==> config.mk <==
export PLATFORM = sky130hd
export DESIGN_NAME = decimal_integer_parser_unit_flat
export DESIGN_NICKNAME = d
export VERILOG_FILES = /design/src/rtl/dip_pkg.sv /design/src/rtl/dip_char_if.sv /design/src/rtl/dip_result_if.sv /design/src/rtl/dip_cfg_if.sv /design/src/rtl/dip_core.sv /design/src/rtl/dip_emit.sv /design/src/rtl/decimal_integer_parser_unit.sv /design/src/flat_wrapper.sv
export SDC_FILE = /design/constraint.sdc
export NUM_CORES = 1
export LEC_CHECK = 0
export BUFFER_PORTS_ARGS = -buffer_cell sky130_fd_sc_hd__buf_2
export CORE_MARGIN = 4
export CORE_UTILIZATION = 45
export DETAILED_ROUTE_END_ITERATION = 8
export PLACE_DENSITY = 0.62
export SLEW_MARGIN = 20
export SYNTH_ARGS = -nofsm -noshare
export SYNTH_HDL_FRONTEND = slang
export SYNTH_SLANG_ARGS = --single-unit
==> constraint.sdc <==
create_clock -name clk_i -period 23 [get_ports clk_i]
set_input_delay 2.3 -clock clk_i [delete_from_list [all_inputs] [get_ports clk_i]]
set_output_delay 2.3 -clock clk_i [all_outputs]
set_load 0.02 [all_outputs]
==> src/rtl/dip_pkg.sv <==
`default_nettype none

package dip_pkg;

  // Longest number run before the parser closes it, capped by the 16-bit count.
  localparam int unsigned MAX_LEN = 65535;
  localparam int unsigned LEN_CAP = (MAX_LEN > 65535) ? 65535 : MAX_LEN;

  localparam int CNT_W      = 16;
  localparam int VAL_W      = 64;
  localparam int CHAR_W     = 8;
  localparam int CFG_IDX_W  = 4;
  localparam int CFG_DATA_W = 8;

  localparam logic [CNT_W-1:0] LEN_CAP_C = CNT_W'(LEN_CAP);

  localparam logic [CHAR_W-1:0] CHAR_ZERO  = 8'h30;
  localparam logic [CHAR_W-1:0] CHAR_NINE  = 8'h39;
  localparam logic [CHAR_W-1:0] CHAR_MINUS = 8'h2D;

  localparam logic [CFG_IDX_W-1:0] REG_WIDTH_MODE  = 4'd0;
  localparam logic [CFG_IDX_W-1:0] REG_SIGNED_MODE = 4'd1;

  typedef enum logic [1:0] {
    WM_8  = 2'd0,
    WM_16 = 2'd1,
    WM_32 = 2'd2,
    WM_64 = 2'd3
  } width_mode_e;

  typedef enum logic [1:0] {
    ST_OK        = 2'd0,
    ST_NO_DIGITS = 2'd1,
    ST_OVERFLOW  = 2'd2
  } status_e;

  typedef enum logic [3:0] {
    PH_START  = 4'b0001,
    PH_DIGITS = 4'b0010,
    PH_OVFL   = 4'b0100,
    PH_SKIP   = 4'b1000
  } phase_e;

  typedef struct packed {
    width_mode_e width_mode;
    logic        signed_mode;
  } cfg_t;

  typedef struct packed {
    logic [VAL_W-1:0] magnitude;
    logic             negate;
    width_mode_e      width_mode;
    logic [CNT_W-1:0] consumed;
    status_e          status;
  } raw_result_t;

  function automatic logic [VAL_W-1:0] width_mask(width_mode_e mode);
    logic [VAL_W-1:0] m;
    case (mode)
      WM_8:    m = 64'h0000_0000_0000_00FF;
      WM_16:   m = 64'h0000_0000_0000_FFFF;
      WM_32:   m = 64'h0000_0000_FFFF_FFFF;
      default: m = 64'hFFFF_FFFF_FFFF_FFFF;
    endcase
    return m;
  endfunction

endpackage

`default_nettype wire

==> src/rtl/dip_char_if.sv <==
`default_nettype none

interface dip_char_if;
  logic                      valid;
  logic                      ready;
  logic [dip_pkg::CHAR_W-1:0] ch;
  logic                      last;

  modport source (output valid, ch, last, input ready);
  modport sink   (input valid, ch, last, output ready);
endinterface

`default_nettype wire

==> src/rtl/dip_result_if.sv <==
`default_nettype none

interface dip_result_if;
  logic                      valid;
  logic                      ready;
  logic [dip_pkg::VAL_W-1:0] value;
  logic [dip_pkg::CNT_W-1:0] consumed;
  logic [1:0]                status;

  modport source (output valid, value, consumed, status, input ready);
  modport sink   (input valid, value, consumed, status, output ready);
endinterface

`default_nettype wire

==> src/rtl/dip_cfg_if.sv <==
`default_nettype none

interface dip_cfg_if;
  logic                           valid;
  logic                           ready;
  logic [dip_pkg::CFG_IDX_W-1:0]  index;
  logic [dip_pkg::CFG_DATA_W-1:0] data;

  modport source (output valid, index, data, input ready);
  modport sink   (input valid, index, data, output ready);
endinterface

`default_nettype wire

==> src/rtl/dip_core.sv <==
`default_nettype none

module dip_core (
  input  wire                  clk_i,
  input  wire                  rst_ni,
  dip_char_if.sink             char_i,
  input  dip_pkg::cfg_t        cfg_i,
  output dip_pkg::raw_result_t raw_o,
  output logic                 raw_valid_o,
  input  wire                  raw_ready_i
);

  // Input register.
  logic                       a_valid_q;
  logic [dip_pkg::CHAR_W-1:0] a_ch_q;
  logic                       a_last_q;

  // Parser state.
  dip_pkg::phase_e            phase_q, phase_d;
  logic [dip_pkg::VAL_W-1:0]  acc_q, acc_d;
  logic [dip_pkg::CNT_W-1:0]  cnt_q, cnt_d;
  logic                       minus_q, minus_d;

  // Result register, before sign and width are applied.
  logic                       b_valid_q;
  dip_pkg::raw_result_t       b_q, b_d;

  logic                       b_ready;
  logic                       a_adv;

  assign b_ready      = !b_valid_q || raw_ready_i;
  assign a_adv        = a_valid_q && b_ready;
  assign char_i.ready = !a_valid_q || b_ready;

  always_ff @(posedge clk_i or negedge rst_ni) begin
    if (!rst_ni) begin
      a_valid_q <= 1'b0;
    end else if (char_i.ready) begin
      a_valid_q <= char_i.valid;
    end
  end

  always_ff @(posedge clk_i) begin
    if (char_i.valid && char_i.ready) begin
      a_ch_q   <= char_i.ch;
      a_last_q <= char_i.last;
    end
  end

  logic [dip_pkg::VAL_W-1:0]   mask;
  logic [dip_pkg::VAL_W-1:0]   lim;
  logic                        is_minus;
  logic                        is_numeral;
  logic [dip_pkg::VAL_W+3:0]   prod;
  logic                        digit_ovf;
  logic                        old_over;
  logic [dip_pkg::CNT_W-1:0]   cnt_inc;

  assign mask = dip_pkg::width_mask(cfg_i.width_mode);
  assign lim  = cfg_i.signed_mode ? ((mask >> 1) + {63'd0, minus_q}) : mask;

  assign is_minus = (phase_q == dip_pkg::PH_START) && cfg_i.signed_mode
                    && (a_ch_q == dip_pkg::CHAR_MINUS);
  assign is_numeral = (a_ch_q >= dip_pkg::CHAR_ZERO) && (a_ch_q <= dip_pkg::CHAR_NINE);

  // Ten times the accumulator plus the digit, kept wide so that the range check is exact.
  // The digit is the low nibble since the code for zero has a clear low nibble.
  assign prod = {1'b0, acc_q, 3'b000} + {3'b000, acc_q, 1'b0} + {64'd0, a_ch_q[3:0]};
  assign digit_ovf = prod > {4'd0, lim};
  assign old_over  = acc_q > lim;
  assign cnt_inc   = cnt_q + 16'd1;

  dip_pkg::phase_e           upd_phase;
  logic [dip_pkg::VAL_W-1:0] upd_acc;
  logic [dip_pkg::CNT_W-1:0] upd_cnt;
  logic                      upd_minus;
  logic                      done;
  logic                      no_dig;
  logic                      over;

  always_comb begin
    upd_phase = phase_q;
    upd_acc   = acc_q;
    upd_cnt   = cnt_q;
    upd_minus = minus_q;
    done      = 1'b0;

    if (phase_q == dip_pkg::PH_SKIP) begin
      done = 1'b0;
    end else if (is_minus) begin
      upd_minus = 1'b1;
      upd_cnt   = 16'd1;
      upd_phase = dip_pkg::PH_DIGITS;
      done      = a_last_q || (dip_pkg::LEN_CAP_C <= 16'd1);
    end else if (is_numeral) begin
      upd_cnt = cnt_inc;
      if (phase_q != dip_pkg::PH_OVFL) begin
        if (digit_ovf) begin
          upd_phase = dip_pkg::PH_OVFL;
        end else begin
          upd_acc   = prod[dip_pkg::VAL_W-1:0];
          upd_phase = dip_pkg::PH_DIGITS;
        end
      end
      done = a_last_q || (cnt_inc >= dip_pkg::LEN_CAP_C);
    end else begin
      done = 1'b1;
    end

    // A digit that stays in range leaves the accumulator within the limit, so only a
    // number closed by another character needs the stored value checked again.
    no_dig = (upd_cnt == {15'd0, upd_minus});
    over   = (upd_phase == dip_pkg::PH_OVFL) || (!is_numeral && old_over);

    b_d.width_mode = cfg_i.width_mode;
    if (no_dig) begin
      b_d.magnitude = '0;
      b_d.negate    = 1'b0;
      b_d.consumed  = '0;
      b_d.status    = dip_pkg::ST_NO_DIGITS;
    end else if (over) begin
      b_d.magnitude = '0;
      b_d.negate    = 1'b0;
      b_d.consumed  = upd_cnt;
      b_d.status    = dip_pkg::ST_OVERFLOW;
    end else begin
      b_d.magnitude = upd_acc;
      b_d.negate    = upd_minus;
      b_d.consumed  = upd_cnt;
      b_d.status    = dip_pkg::ST_OK;
    end

    phase_d = upd_phase;
    acc_d   = upd_acc;
    cnt_d   = upd_cnt;
    minus_d = upd_minus;
    if (a_last_q) begin
      phase_d = dip_pkg::PH_START;
      acc_d   = '0;
      cnt_d   = '0;
      minus_d = 1'b0;
    end else if (done) begin
      phase_d = dip_pkg::PH_SKIP;
    end
  end

  always_ff @(posedge clk_i or negedge rst_ni) begin
    if (!rst_ni) begin
      phase_q <= dip_pkg::PH_START;
      acc_q   <= '0;
      cnt_q   <= '0;
      minus_q <= 1'b0;
    end else if (a_adv) begin
      phase_q <= phase_d;
      acc_q   <= acc_d;
      cnt_q   <= cnt_d;
      minus_q <= minus_d;
    end
  end

  always_ff @(posedge clk_i or negedge rst_ni) begin
    if (!rst_ni) begin
      b_valid_q <= 1'b0;
    end else if (b_ready) begin
      b_valid_q <= a_adv && done;
    end
  end

  always_ff @(posedge clk_i) begin
    if (a_adv && done) begin
      b_q <= b_d;
    end
  end

  assign raw_o       = b_q;
  assign raw_valid_o = b_valid_q;

  a_skip_silent: assert property (@(posedge clk_i) disable iff (!rst_ni)
    a_adv && (phase_q == dip_pkg::PH_SKIP) |=> !b_valid_q)
    else $error("a skipped character produced a result");

  a_last_restarts: assert property (@(posedge clk_i) disable iff (!rst_ni)
    a_adv && a_last_q |=> (phase_q == dip_pkg::PH_START) && (cnt_q == 16'd0))
    else $error("parser did not return to the start after the last character");

  a_count_in_run: assert property (@(posedge clk_i) disable iff (!rst_ni)
    (phase_q == dip_pkg::PH_DIGITS) || (phase_q == dip_pkg::PH_OVFL) |-> cnt_q != 16'd0)
    else $error("number run with an empty character count");

  a_raw_holds: assert property (@(posedge clk_i) disable iff (!rst_ni)
    b_valid_q && !raw_ready_i |=> b_valid_q && $stable(b_q))
    else $error("stalled result changed before its transfer");

endmodule

`default_nettype wire

==> src/rtl/dip_emit.sv <==
`default_nettype none

module dip_emit (
  input  wire                  clk_i,
  input  wire                  rst_ni,
  input  dip_pkg::raw_result_t raw_i,
  input  wire                  raw_valid_i,
  output logic                 raw_ready_o,
  dip_result_if.source         result_o
);

  logic                      o_valid_q;
  logic [dip_pkg::VAL_W-1:0] value_q, value_d;
  logic [dip_pkg::CNT_W-1:0] consumed_q;
  logic [1:0]                status_q;
  logic [dip_pkg::VAL_W-1:0] signed_val;

  assign raw_ready_o = !o_valid_q || result_o.ready;

  // Negative results are the two's complement, cut to the selected width.
  assign signed_val = raw_i.negate ? (64'd0 - raw_i.magnitude) : raw_i.magnitude;
  assign value_d    = signed_val & dip_pkg::width_mask(raw_i.width_mode);

  always_ff @(posedge clk_i or negedge rst_ni) begin
    if (!rst_ni) begin
      o_valid_q <= 1'b0;
    end else if (raw_ready_o) begin
      o_valid_q <= raw_valid_i;
    end
  end

  always_ff @(posedge clk_i) begin
    if (raw_valid_i && raw_ready_o) begin
      value_q    <= value_d;
      consumed_q <= raw_i.consumed;
      status_q   <= raw_i.status;
    end
  end

  assign result_o.valid    = o_valid_q;
  assign result_o.value    = value_q;
  assign result_o.consumed = consumed_q;
  assign result_o.status   = status_q;

endmodule

`default_nettype wire

==> src/rtl/decimal_integer_parser_unit.sv <==
// A closing character passes the input register; its result then moves through the
// result register and the output register.
// Throughput: one character per cycle unless the output stalls, set by the single
// multiply-by-ten, add and compare between the input register and the result register.
// Reset clears the pipeline, puts the parser at the start of a string and sets the
// width to 64 bits, unsigned.
`default_nettype none

module decimal_integer_parser_unit (
  input  wire          clk_i,
  input  wire          rst_ni,
  dip_char_if.sink     char_i,
  dip_result_if.source result_o,
  dip_cfg_if.sink      cfg_i
);

  dip_pkg::width_mode_e width_mode_q;
  logic                 signed_mode_q;
  dip_pkg::cfg_t        cfg;
  dip_pkg::raw_result_t raw;
  logic                 raw_valid;
  logic                 raw_ready;

  assign cfg_i.ready = 1'b1;

  always_ff @(posedge clk_i or negedge rst_ni) begin
    if (!rst_ni) begin
      width_mode_q  <= dip_pkg::WM_64;
      signed_mode_q <= 1'b0;
    end else if (cfg_i.valid) begin
      case (cfg_i.index)
        dip_pkg::REG_WIDTH_MODE: begin
          width_mode_q <= dip_pkg::width_mode_e'(cfg_i.data[1:0]);
        end
        dip_pkg::REG_SIGNED_MODE: begin
          signed_mode_q <= cfg_i.data[0];
        end
        default: begin
        end
      endcase
    end
  end

  assign cfg.width_mode  = width_mode_q;
  assign cfg.signed_mode = signed_mode_q;

  dip_core u_core (
    .clk_i       (clk_i),
    .rst_ni      (rst_ni),
    .char_i      (char_i),
    .cfg_i       (cfg),
    .raw_o       (raw),
    .raw_valid_o (raw_valid),
    .raw_ready_i (raw_ready)
  );

  dip_emit u_emit (
    .clk_i       (clk_i),
    .rst_ni      (rst_ni),
    .raw_i       (raw),
    .raw_valid_i (raw_valid),
    .raw_ready_o (raw_ready),
    .result_o    (result_o)
  );

endmodule

`default_nettype wire
==> src/flat_wrapper.sv <==
// flat-port wrapper written by rule: the top's interface ports become plain ports
module decimal_integer_parser_unit_flat 
  (clk_i, rst_ni, char_i_valid, char_i_ch, char_i_last, char_i_ready, result_o_valid, result_o_value, result_o_consumed, result_o_status, result_o_ready, cfg_i_valid, cfg_i_index, cfg_i_data, cfg_i_ready);
  dip_char_if char_i_i ();
  dip_result_if result_o_i ();
  dip_cfg_if cfg_i_i ();
  input  wire clk_i;
  input  wire rst_ni;
  input wire logic [$bits(char_i_i.valid)-1:0] char_i_valid;
  input wire logic [$bits(char_i_i.ch)-1:0] char_i_ch;
  input wire logic [$bits(char_i_i.last)-1:0] char_i_last;
  output wire logic [$bits(char_i_i.ready)-1:0] char_i_ready;
  output wire logic [$bits(result_o_i.valid)-1:0] result_o_valid;
  output wire logic [$bits(result_o_i.value)-1:0] result_o_value;
  output wire logic [$bits(result_o_i.consumed)-1:0] result_o_consumed;
  output wire logic [$bits(result_o_i.status)-1:0] result_o_status;
  input wire logic [$bits(result_o_i.ready)-1:0] result_o_ready;
  input wire logic [$bits(cfg_i_i.valid)-1:0] cfg_i_valid;
  input wire logic [$bits(cfg_i_i.index)-1:0] cfg_i_index;
  input wire logic [$bits(cfg_i_i.data)-1:0] cfg_i_data;
  output wire logic [$bits(cfg_i_i.ready)-1:0] cfg_i_ready;
  assign char_i_i.valid = char_i_valid;
  assign char_i_i.ch = char_i_ch;
  assign char_i_i.last = char_i_last;
  assign char_i_ready = char_i_i.ready;
  assign result_o_valid = result_o_i.valid;
  assign result_o_value = result_o_i.value;
  assign result_o_consumed = result_o_i.consumed;
  assign result_o_status = result_o_i.status;
  assign result_o_i.ready = result_o_ready;
  assign cfg_i_i.valid = cfg_i_valid;
  assign cfg_i_i.index = cfg_i_index;
  assign cfg_i_i.data = cfg_i_data;
  assign cfg_i_ready = cfg_i_i.ready;
  decimal_integer_parser_unit u_core (.clk_i(clk_i), .rst_ni(rst_ni), .char_i(char_i_i), .result_o(result_o_i), .cfg_i(cfg_i_i));
endmodule
==> impl_metrics.tcl, run 1 <==
set metrics [dict create \
    status "complete, no violations" \
    p_switching_uw 519 \
    grt_antenna_before_repair 0 \
    ys_warn_count 0 \
    vias_per_cell 5.94 \
    stdcell_count 2657 \
    synthArstFlopShare_pct 34.1 \
    cts.sinks 267 \
    p_leak_nw 9.78 \
    firstDrtPassIters 5 \
    post_synth_and_or_nand_nor_area_fraction_pct 14.9 \
    cts_made_buffers 29 \
    p_int_mw 1.03 \
    seqCellArea_sq_um 7570 \
    dominantRegCellSynth "edfxtp_1" \
    syn_area_per_cell_sq_um 9.91 \
    dpl.cell_count 2603 \
    seq_area_frac_synth_pct 38.4 \
    power_per_cell_area_nw_per_um2 71.5 \
    cap_viol_max_count 0 \
    portBuffers 103 \
    nFillCells 4007 \
    period_share_pct 33.6 \
    switching_share_pct 33.5 \
    die-width_um 217 \
    setup.worst_path.start_class "flip-flop" \
    hold_class "reg2reg" \
    cts_setup_buffers 0 \
    synth_top_area_share_pct 26.9 \
    clockRootBuffer "clkbuf_16" \
    critPathMaxFanout 65 \
    area_delta_synth_final_pct 10.1 \
    ys_types 77 \
    rows 76 \
    hold_viol_final 0 \
    rsz0062_at_grt "no" \
    die_y_um 217 \
    overflow 0 \
    worst_pin_slew_ns 1.00 \
    grt_pass1_wl_um 82700 \
    pwr-share-comb_pct 25.9 \
    fmax_ghz 0.129 \
    synth_edf_count 176 \
    post-route-cell-area_sq_um 21700 \
    start_util_pct 45.6 \
    ir_worst_vdd_v 0.0000682 \
    drt_iter0_drc 929 \
    synth_fp_nets 2276 \
    final_util_pct 50.2 \
    cts_tree "yes" \
    die-area_sq_um 47100 \
    cts_resized 0 \
    maxSlewHeadroom_pct 33.2 \
    grt_max_degree 66 \
    synth_xor_area_share_pct 5.56 \
    worst_clock_skew_ns 0.0261 \
    diodes 0 \
    synthMuxAreaShare_pct 3.59 \
    grt_pass1_vias 15200 \
    multi_input_area_sq_um 11700 \
    p_clk_share_pct 29.9 \
    drt_wl_total_um 51300 \
    setup_tns_ns 0 \
    synth-seq-cells 267 \
    cts.htree.levels 1 \
    fin_nets 2338 \
    maxSlewViolCount 0 \
    finalSetupViolCount 0 \
    required_ns 23.31 \
    cts_hold_buf 0 \
    period_needed_ns 7.72 \
    hold_ws_ns 0.418 \
    avgRoutedWirePerCell_um 19.3 \
    gp_congestion 0.955 \
    synth_top_family_by_area "compound AO/OA/AOI/OAI gates" \
    path_class "reg2reg" \
    synth_compound_gate_area_share_pct 18.2 \
    synth_cells 1987 \
    synth.largest_area_cell "edfxtp_1" \
    clock_latency_ns 0.58 \
    vias 15800 \
    drc 0 \
    clk_pin_slew_ns 0.06 \
    dpl.hpwl_um 39100 \
    fp.coreArea_sq_um 43200 \
    io_pins 111 \
    dpl-instance-area_sq_um 20700 \
    drive_gt1_share_pct 9.60 \
    worstPathArrival_ns 8.03 \
    track_usage_pct 21.5 \
    synth_area_leaders "edfxtp_1 (27%), ha_1 (17%), dfrtp_1 (11%), a21oi_1 (3.6%), o21ai_0 (3.5%)" \
    synthesis.area_sq_um 19700 \
    drt.antenna.violating_nets 0 \
    pwr-share-seq_pct 44.2 \
    cp-end-kind "flip-flop" \
    cts.path.max_buffers 3 \
    synthAdderAreaFrac_pct 16.8 \
]
synthesized netlist by cell type (6+ instances only):
library cell and instances:
a21o_1 29, or4_1 12, nand2b_1 15, a22o_1 73
nor3_1 34, a211oi_1 21, nand2_1 136, xnor2_1 61
or2_2 7, a221oi_1 6, and4_1 13, nor4_1 18
ha_1 261, o21bai_1 11, nand3_1 38, o31ai_1 30
or3_1 14, xor2_1 64, edfxtp_1 176, o41ai_1 11
a31oi_1 13, nor2b_1 13, and3_1 14, mux2i_1 66
inv_1 41, a21oi_1 142, o211ai_1 18, nand4_1 50
o21ai_0 139, dfrtp_1 88, nor2_1 171, clkbuf_1 78
and2_1 28
cell families (layout without fill, tap and decap cells):
| family | after synthesis | count (layout) |
|---|---|---|
| adder cells (fa/ha/maj) | 263 | 263 |
| buffers and inverters | 127 | 212 |
| other | 1 | 1 |
| multiplexers | 70 | 70 |
| flip-flops | 267 | 267 |
| AND/OR/NAND/NOR | 586 | 586 |
| XOR/XNOR | 125 | 125 |
| AO/OA/AOI/OAI | 548 | 548 |
final timing paths:
| path | endpoint | start | slack (ns) | cells past startpoint |
|---|---|---|---|---|
| hold reg to reg | u_core.u_emit.result_o.consumed[7]$_DFFE_PP_ | u_core.u_core.raw_o[9]$_SDFFCE_PP0P_ | 0.42 | 0 |
| max in group asynchronous | u_core.u_core.cnt_q[13]$_DFFE_PN0P_ | rst_ni | 20.14 | 2 |
| setup reg to reg | u_core.u_core.raw_o[32]$_SDFFCE_PP0P_ | u_core.u_core.acc_q[0]$_DFFE_PN0P_ | 15.28 | 22 |
| min in group asynchronous | u_core.signed_mode_q$_DFFE_PN0P_ | rst_ni | 1.73 | 1 |
| hold / removal | u_core.u_emit.result_o.consumed[7]$_DFFE_PP_ | u_core.u_core.raw_o[9]$_SDFFCE_PP0P_ | 0.42 | 0 |
| setup / recovery | u_core.u_core.raw_o[32]$_SDFFCE_PP0P_ | u_core.u_core.acc_q[0]$_DFFE_PN0P_ | 15.28 | 22 |
area by class of cell:
| cell class | count | share of cell area, % |
|---|---|---|
| multi-input cells | 1593 | 53.8 |
| flip-flops and latches | 267 | 34.9 |
| clock buffers | 42 | 3.76 |
| well taps | 585 | 3.38 |
| repair buffers | 117 | 2.88 |
| inverters | 41 | 0.710 |
| clock inverters | 12 | 0.600 |
metal layers:
metal	vias up	global-route usage (%)	part of all wire, %
li1	7687	-	-
met1	7639	31.8	49
met2	390	33.4	44
met3	75	2.81	5.0
met4	0	5.47	2.6
met5	-	0	0
registers in the layout, summed over array words and instances, names as in the netlist:
register                         count
u_core.u_core.phase_q                4
u_core.u_core.cnt_q                 16
u_core.u_core.a_ch_q                 8
u_core.width_mode_q                  2
u_core.u_core.raw_o                 85
u_core.u_core.acc_q                 64
u_core.u_core.a_last_q               1
u_core.signed_mode_q                 1
u_core.u_emit.result_o.consumed     16
u_core.u_emit.result_o.status        2
u_core.u_core.minus_q                1
u_core.u_core.raw_valid_o            1
u_core.u_emit.result_o.valid         1
u_core.u_core.a_valid_q              1
u_core.u_emit.result_o.value        64
per-stage QoR:
step	total power, mW	setup slack [ns]
floorplan	0.968	13.85
CTS	1.57	15.37
detailed placement	1.10	15.41
global route	1.64	14.78
finish	1.55	15.28
global placement	1.09	15.59
power groups by stage:
stage	logic, mW	registers (mW)	clock network [mW]
final	0.402	0.685	0.464
after global placement	0.395	0.691	0
after floorplan	0.216	0.752	0
after CTS	0.407	0.685	0.478
after global routing	0.446	0.695	0.498
after detailed placement	0.405	0.694	0
critical path: stages (launching register included):
cell,delay (ns)
dfrtp_1,0.46
fa_1,0.57
inv_1,0.07
fa_1,0.46
nand2b_1,0.19
a21oi_1,0.32
o21ai_0,0.23
nor2b_1,0.20
o21ai_0,0.28
a31oi_1,0.32
o21ai_0,0.31
xor2_1,0.34
ha_1,0.33
and4_1,0.23
a221oi_1,0.64
o211ai_1,0.16
o21ai_0,0.28
a31oi_1,0.15
a211oi_1,0.47
nand3_1,0.24
a211o_2,0.34
buf_4,0.35
nor2_1,0.47
placed cells by master, fill, tap and decap left out, types with 12 or more instances in the layout:
cell       count
dfrtp_1       88
nor2_1       171
or4_1         12
edfxtp_1     176
inv_1         41
ha_1         261
nor2b_1       13
a21oi_1      142
o31ai_1       30
o211ai_1      18
a22o_1        73
o21ai_0      139
buf_4         15
nand3_1       38
or3_1         14
nand4_1       50
clkbuf_16     30
and4_1        13
mux2i_1       66
xor2_1        64
a211oi_1      21
and2_1        27
and3_1        14
a31oi_1       13
nor3_1        32
a21o_1        28
nand2_1      135
xnor2_1       61
nor4_1        18
nand2b_1      15
buf_2        102
Note: power is estimated with default switching activity, not from simulation.
==> run 2: changes to the inputs <==
PLACE_DENSITY = 0.64   (was 0.62)
clock period = 6.8 ns   (was 23 ns; I/O delays follow)
==> run 2 against run 1 <==
  * Critical path depth rose by 2
  * Count of clock-buffer cells in the layout rose by 1
  * First-iteration DRC count grew 9.8%
  * Critical path type unchanged
  * Via count grew 1.6%
  * Die area is the same
  * Largest power group unchanged
  * Wire length grew 0.21%
==> impl_metrics.tcl, run 2 (same netlist as run 1, synthesis figures left out) <==
set metrics [dict create \
    pwr-share-seq_pct 43.3 \
    vias_per_cell 5.93 \
    mostFrequentLayoutCells "ha_1 (261), edfxtp_1 (176), nor2_1 (171)" \
    worstPathArrival_ns 6.77 \
    clock_latency_ns 0.60 \
    power.total_mw 5.33 \
    p_leak_nw 10.1 \
    wl_met1_um 24200 \
    hold_ws_ns 0.123 \
    cts.path.max_buffers 3 \
    path_class "reg2reg" \
    grt_antenna_before_repair 1 \
    crit_path_top_delay_cell "fa_1" \
    clockRootBuffer "clkbuf_16" \
    critPathMaxFanout 26 \
    cts_setup_buffers 0 \
    stdcell_count 2705 \
    wl_met2_um 23200 \
    p_int_mw 3.54 \
    worstPathCellList "fa_1 -> inv_1 -> fa_1 -> nand2b_1 -> a21oi_1 -> o21ai_0 -> o2111ai_1 -> a31oi_1 -> o21ai_0 -> buf_4 -> a21oi_1 -> xnor2_1 -> ha_1 -> nand4_1 -> nand2b_1 -> nor2_1 -> mux2i_1 -> a31oi_1 -> a211oi_2 -> nand4_1 -> buf_4 -> buf_12 -> mux2i_1 -> nor2_1" \
    mostFrequentLayoutCell "ha_1" \
    setup_tns_ns 0 \
    fp.coreArea_sq_um 43200 \
    dpl.hpwl_um 39300 \
    finalSetupViolCount 0 \
    routed-wl-met3_um 2590 \
    dpl.cell_count 2649 \
    drt_wl_total_um 51400 \
    power_per_cell_area_nw_per_um2 240 \
    drc 0 \
    drive_gt1_share_pct 11.8 \
    avgRoutedWirePerCell_um 19.0 \
    crit_path_max_incr_delay_ns 0.58 \
    vias 16000 \
    maxSlewHeadroom_pct 35.3 \
    switching_share_pct 33.7 \
    portBuffers 103 \
    status "complete, no violations" \
    cts_tree "yes" \
    period_needed_ns 6.44 \
    pre_cts_ws_ns 0.250 \
    hold_class "in2async" \
    area_delta_synth_final_pct 12.7 \
    fmax_ghz 0.155 \
    rsz0062_at_grt "no" \
    drt_iter0_drc 1020 \
    cts_hold_buf 0 \
    p_switching_mw 1.80 \
    maxSlewViolCount 0 \
    rows 76 \
    grt_pass1_vias 15500 \
    firstDrtPassIters 5 \
    period_share_pct 94.7 \
    grt_max_degree 65 \
    cts.sinks 267 \
    pwr-share-comb_pct 26.7 \
    p_clk_share_pct 30.0 \
    start_util_pct 45.6 \
    dr.max_layer_used "met4" \
    cts_made_buffers 30 \
    hold_viol_final 0 \
    gp_congestion 0.906 \
    clk_pin_slew_ns 0.06 \
    setup.worst_path.start_class "flip-flop" \
    cp-end-kind "flip-flop" \
    die-width_um 217 \
    die_y_um 217 \
    cts.htree.levels 1 \
    worst_clock_skew_ns 0.0270 \
    track_usage_pct 21.2 \
    drt.antenna.violating_nets 0 \
    die-area_sq_um 47100 \
    cap_viol_max_count 0 \
    io_pins 111 \
    worst_pin_slew_ns 0.969 \
    finalWorstSetupSlack_ns 0.357 \
    ir_worst_vdd_v 0.000189 \
    overflow 0 \
    largest_reg_flops 85 \
    required_ns 7.13 \
    fin_nets 2385 \
    grt_pass1_wl_um 82200 \
]
==> run 2: cell types whose count changed in the layout (fill, tap and decap cells not counted), moves of 3 or more <==
cell / before / now
buf_12: 0 / 9
buf_4: 15 / 52
clkinv_2: 6 / 3
clkinv_4: 0 / 3
==> run 2: layout make-up <==
type                    instances  area (sq um)
well taps                     585           732
fillers                      3982         21000
diodes                          1          2.50
inverters                      41           154
clock buffers                  43           830
clock inverters                12           136
flip-flops and latches        267          7570
multi-input cells            1593         11700
repair buffers                163          1080
==> run 2: final timing paths <==
path | start | endpoint | slack (ns) | cells past startpoint
worst min register to register | u_core.u_core.raw_o[14]$_SDFFCE_PP0P_ | u_core.u_emit.result_o.consumed[12]$_DFFE_PP_ | 0.42 | 0
min in group clk_i | char_i_ch[6] | u_core.u_core.a_ch_q[6]$_DFFE_PP_ | 0.27 | 1
worst max-delay path | u_core.u_core.a_ch_q[3]$_DFFE_PP_ | u_core.u_core.raw_o[64]$_SDFFCE_PP0P_ | 0.36 | 24
worst min-delay path | rst_ni | u_core.u_core.acc_q[13]$_DFFE_PN0P_ | 0.12 | 1
worst max register to register | u_core.u_core.a_ch_q[3]$_DFFE_PP_ | u_core.u_core.raw_o[64]$_SDFFCE_PP0P_ | 0.36 | 24
max in group asynchronous | rst_ni | u_core.u_core.acc_q[9]$_DFFE_PN0P_ | 5.53 | 2
==> run 2: layer usage <==
metal	GRT usage (%)	vias to the layer above
li1	-	7796
met1	29.8	7766
met2	34.3	397
met3	2.79	77
met4	6.19	0
met5	0	-
==> run 2: worst max-delay path, delay by kind of cell, from the launching register on <==
kind,cells,cell delay (ns)
compound gates,8,1.98
xor+xnor,1,0.33
fa+ha+maj,3,1.22
buf+inv,4,0.67
flops,1,0.43
mux,2,0.41
simple gates,6,1.12
==> run 2: power by group through the flow <==
stage | combinational [mW] | sequential (mW) | clock (mW)
floorplan | 0.732 | 2.53 | 0
global placement | 1.39 | 2.33 | 0
detailed placement | 1.43 | 2.34 | 0
CTS | 1.44 | 2.31 | 1.64
global route | 1.57 | 2.34 | 1.70
finish | 1.43 | 2.31 | 1.60
==> run 2: what timing repair did <==
action,CTS,global route
resized for setup,0,3
setup endpoints to repair,0,124
hold endpoints to repair,0,0
==> run 2: stage by stage <==
step	area, sq um	utilization (%)
after floorplan	19700	-
final	22200	51.4
after detailed placement	21200	49.1
after CTS	22200	51.3
after global placement	21200	49.1
after global routing	22200	51.4
==> run 3: changes to the inputs <==
ABC_AREA = 1   (was not set)
==> run 3 against run 2 <==
  * Non-clock buffer count down 29
  * Critical path type unchanged
  * Global-route usage up 2.8 points
  * Largest cell class unchanged
  * Synthesized cell count up 48%
==> impl_metrics.tcl, run 3 <==
set metrics [dict create \
    dpl.hpwl_um 50700 \
    setup_tns_ns 0 \
    synthArstFlopShare_pct 34.1 \
    synth_fp_nets 3234 \
    grt_pass1_vias 19000 \
    period_share_pct 92.2 \
    vias 20000 \
    largest_reg_flops 85 \
    worstPathArrival_ns 6.65 \
    drt.antenna.violating_nets 0 \
    fin_nets 3335 \
    dpl-instance-area_sq_um 23100 \
    dominantRegCellSynth "edfxtp_1" \
    die_y_um 228 \
    required_ns 7.18 \
    drt_wl_total_um 64400 \
    clock_latency_ns 0.54 \
    crit_path_max_incr_delay_ns 0.63 \
    worst_pin_slew_ns 1.08 \
    p_int_mw 4.29 \
    cts_made_buffers 26 \
    cap_viol_max_count 0 \
    path_class "reg2reg" \
    cts.htree.levels 1 \
    syn_area_per_cell_sq_um 7.38 \
    synth-seq-cells 267 \
    avgRoutedWirePerCell_um 17.5 \
    grt_max_degree 83 \
    ir_worst_vdd_v 0.000259 \
    status "complete, no violations" \
    pre_cts_ws_ns 0.474 \
    p_switching_mw 3.26 \
    synthesis.area_sq_um 21700 \
    start_util_pct 45.6 \
    fmax_ghz 0.159 \
    power_per_cell_area_nw_per_um2 315 \
    synth.largest_area_cell "edfxtp_1" \
    synth_top_area_share_pct 24.3 \
    synth.most_common_cell "nand2_1" \
    die-width_um 228 \
    drive_gt1_share_pct 6.75 \
    setup.worst_path.start "u_core.u_core.a_ch_q[3]$_DFFE_PP_" \
    period_needed_ns 6.27 \
    rows 80 \
    switching_share_pct 43.2 \
    gp_congestion 0.941 \
    p_leak_nw 12.2 \
    synth_area_leaders "edfxtp_1 (24%), ha_1 (15%), nand2_1 (14%), dfrtp_1 (10%), inv_1 (7.2%)" \
    ys_warn_count 0 \
    cts_hold_buf 0 \
    finalSetupViolCount 0 \
    firstDrtPassIters 6 \
    worst_clock_skew_ns 0.0122 \
    clk_pin_slew_ns 0.07 \
    cp_common_cell "nand2_1" \
    hold_ws_ns 0.150 \
    nFillCells 4686 \
    diodes 0 \
    cts.path.max_buffers 3 \
    power.total_mw 7.56 \
    io_pins 111 \
    cp-end-kind "flip-flop" \
    pwr-share-seq_pct 36.0 \
    pwr-share-comb_pct 43.6 \
    ys_types 59 \
    grt_antenna_before_repair 0 \
    synthTopCellsByCount "nand2_1 (793), inv_1 (417), nor2_1 (308)" \
    vias_per_cell 5.44 \
    hold_viol_final 0 \
    portBuffers 103 \
    hold_class "in2async" \
    clockRootBuffer "clkbuf_16" \
    drt_iter0_drc 1632 \
    finalWorstSetupSlack_ns 0.528 \
    track_usage_pct 24.0 \
    die-area_sq_um 51900 \
    p_clk_share_pct 20.4 \
    seq_area_frac_synth_pct 34.8 \
    timing.rr.start "u_core.u_core.a_ch_q[3]$_DFFE_PP_" \
    maxSlewViolCount 0 \
    post-route-cell-area_sq_um 24000 \
    mostFrequentLayoutCell "nand2_1" \
    rsz0062_at_grt "no" \
    synth_cells 2945 \
    maxSlewHeadroom_pct 27.9 \
    fp.coreArea_sq_um 47700 \
    overflow 0 \
    rr_worst_depth 33 \
    cts.sinks 267 \
    setup.worst_path.start_class "flip-flop" \
    synth_edf_count 176 \
    grt_pass1_wl_um 102000 \
    drc 0 \
    cts_tree "yes" \
    crit_path_top_delay_cell "fa_1" \
    critPathMaxFanout 65 \
    area_delta_synth_final_pct 10.2 \
    mostFrequentLayoutCells "nand2_1 (791), inv_1 (416), nor2_1 (306)" \
]
[run 3: cell type report]
| cell class | count | area, sq um | area share [%] |
|---|---|---|---|
| clock inverters | 13 | 195 | 0.814 |
| well taps | 615 | 769 | 3.21 |
| clock buffers | 35 | 706 | 2.94 |
| repair buffers | 134 | 813 | 3.39 |
| flip-flops and latches | 267 | 7570 | 31.6 |
| inverters | 422 | 1590 | 6.62 |
| multi-input cells | 2195 | 12300 | 51.5 |
[run 3: timing repair]
item	4_1_cts	5_1_grt
endpoints found under the hold margin	0	0
setup endpoints to repair	0	72
resized for setup	0	1
setup buffers	0	2
[run 3: logic make-up (layout without fill, tap and decap cells)]
group | after synthesis | after routing | synth area share, %
AOI/OAI and AO/OA | 440 | 440 | 11.0
xor gates and xnor gates | 69 | 69 | 2.78
adders and majority gates | 263 | 263 | 15.2
buffers and inverters | 483 | 604 | 8.65
DFF | 267 | 267 | 34.8
other | 1 | 1 | 0.0172
and+or+nand+nor | 1422 | 1422 | 27.5
[run 3: metal layers]
metal / up-vias / global-route usage [%] / share of wire, %
met3: 106 / 3.06 / 7.1
met5: - / 0 / 0
met1: 9302 / 35.2 / 47
met2: 646 / 37.3 / 43
li1: 9962 / - / -
met4: 0 / 7.20 / 2.9
[run 3: final timing paths]
path | endpoint | slack, ns
worst min-delay path | u_core.u_core.acc_q[12]$_DFFE_PN0P_ | 0.15
worst min register to register | u_core.u_emit.result_o.status[1]$_DFFE_PP_ | 0.42
worst max register to register | u_core.u_core.raw_o[30]$_SDFFCE_PP0P_ | 0.53
min in group clk_i | u_core.u_core.a_last_q$_DFFE_PP_ | 0.32
max in group asynchronous | u_core.u_core.cnt_q[14]$_DFFE_PN0P_ | 5.44
worst max-delay path | u_core.u_core.raw_o[30]$_SDFFCE_PP0P_ | 0.53
[run 3: worst max-delay path, delay by kind of cell, from the launching register on]
family          cells  cell delay [ns]
simple gates       24             3.23
fa+ha+maj           3             1.36
flops               1             0.54
compound gates      2             0.49
buf+inv             4             0.41
[run 3: stage by stage]
step | util [%] | std cells
global route | 50.2 | 3681
floorplan | - | 2945
detailed placement | 48.3 | 3631
finish | 50.2 | 3681
CTS | 50.2 | 3679
global placement | 48.3 | 3631
[run 3: power by group through the flow]
stage	Combinational, mW	Clock, mW	Sequential, mW
floorplan	2.08	0	2.90
global placement	3.17	0	2.73
detailed placement	3.25	0	2.74
CTS	3.26	1.57	2.72
global route	3.67	1.64	2.78
finish	3.29	1.54	2.72
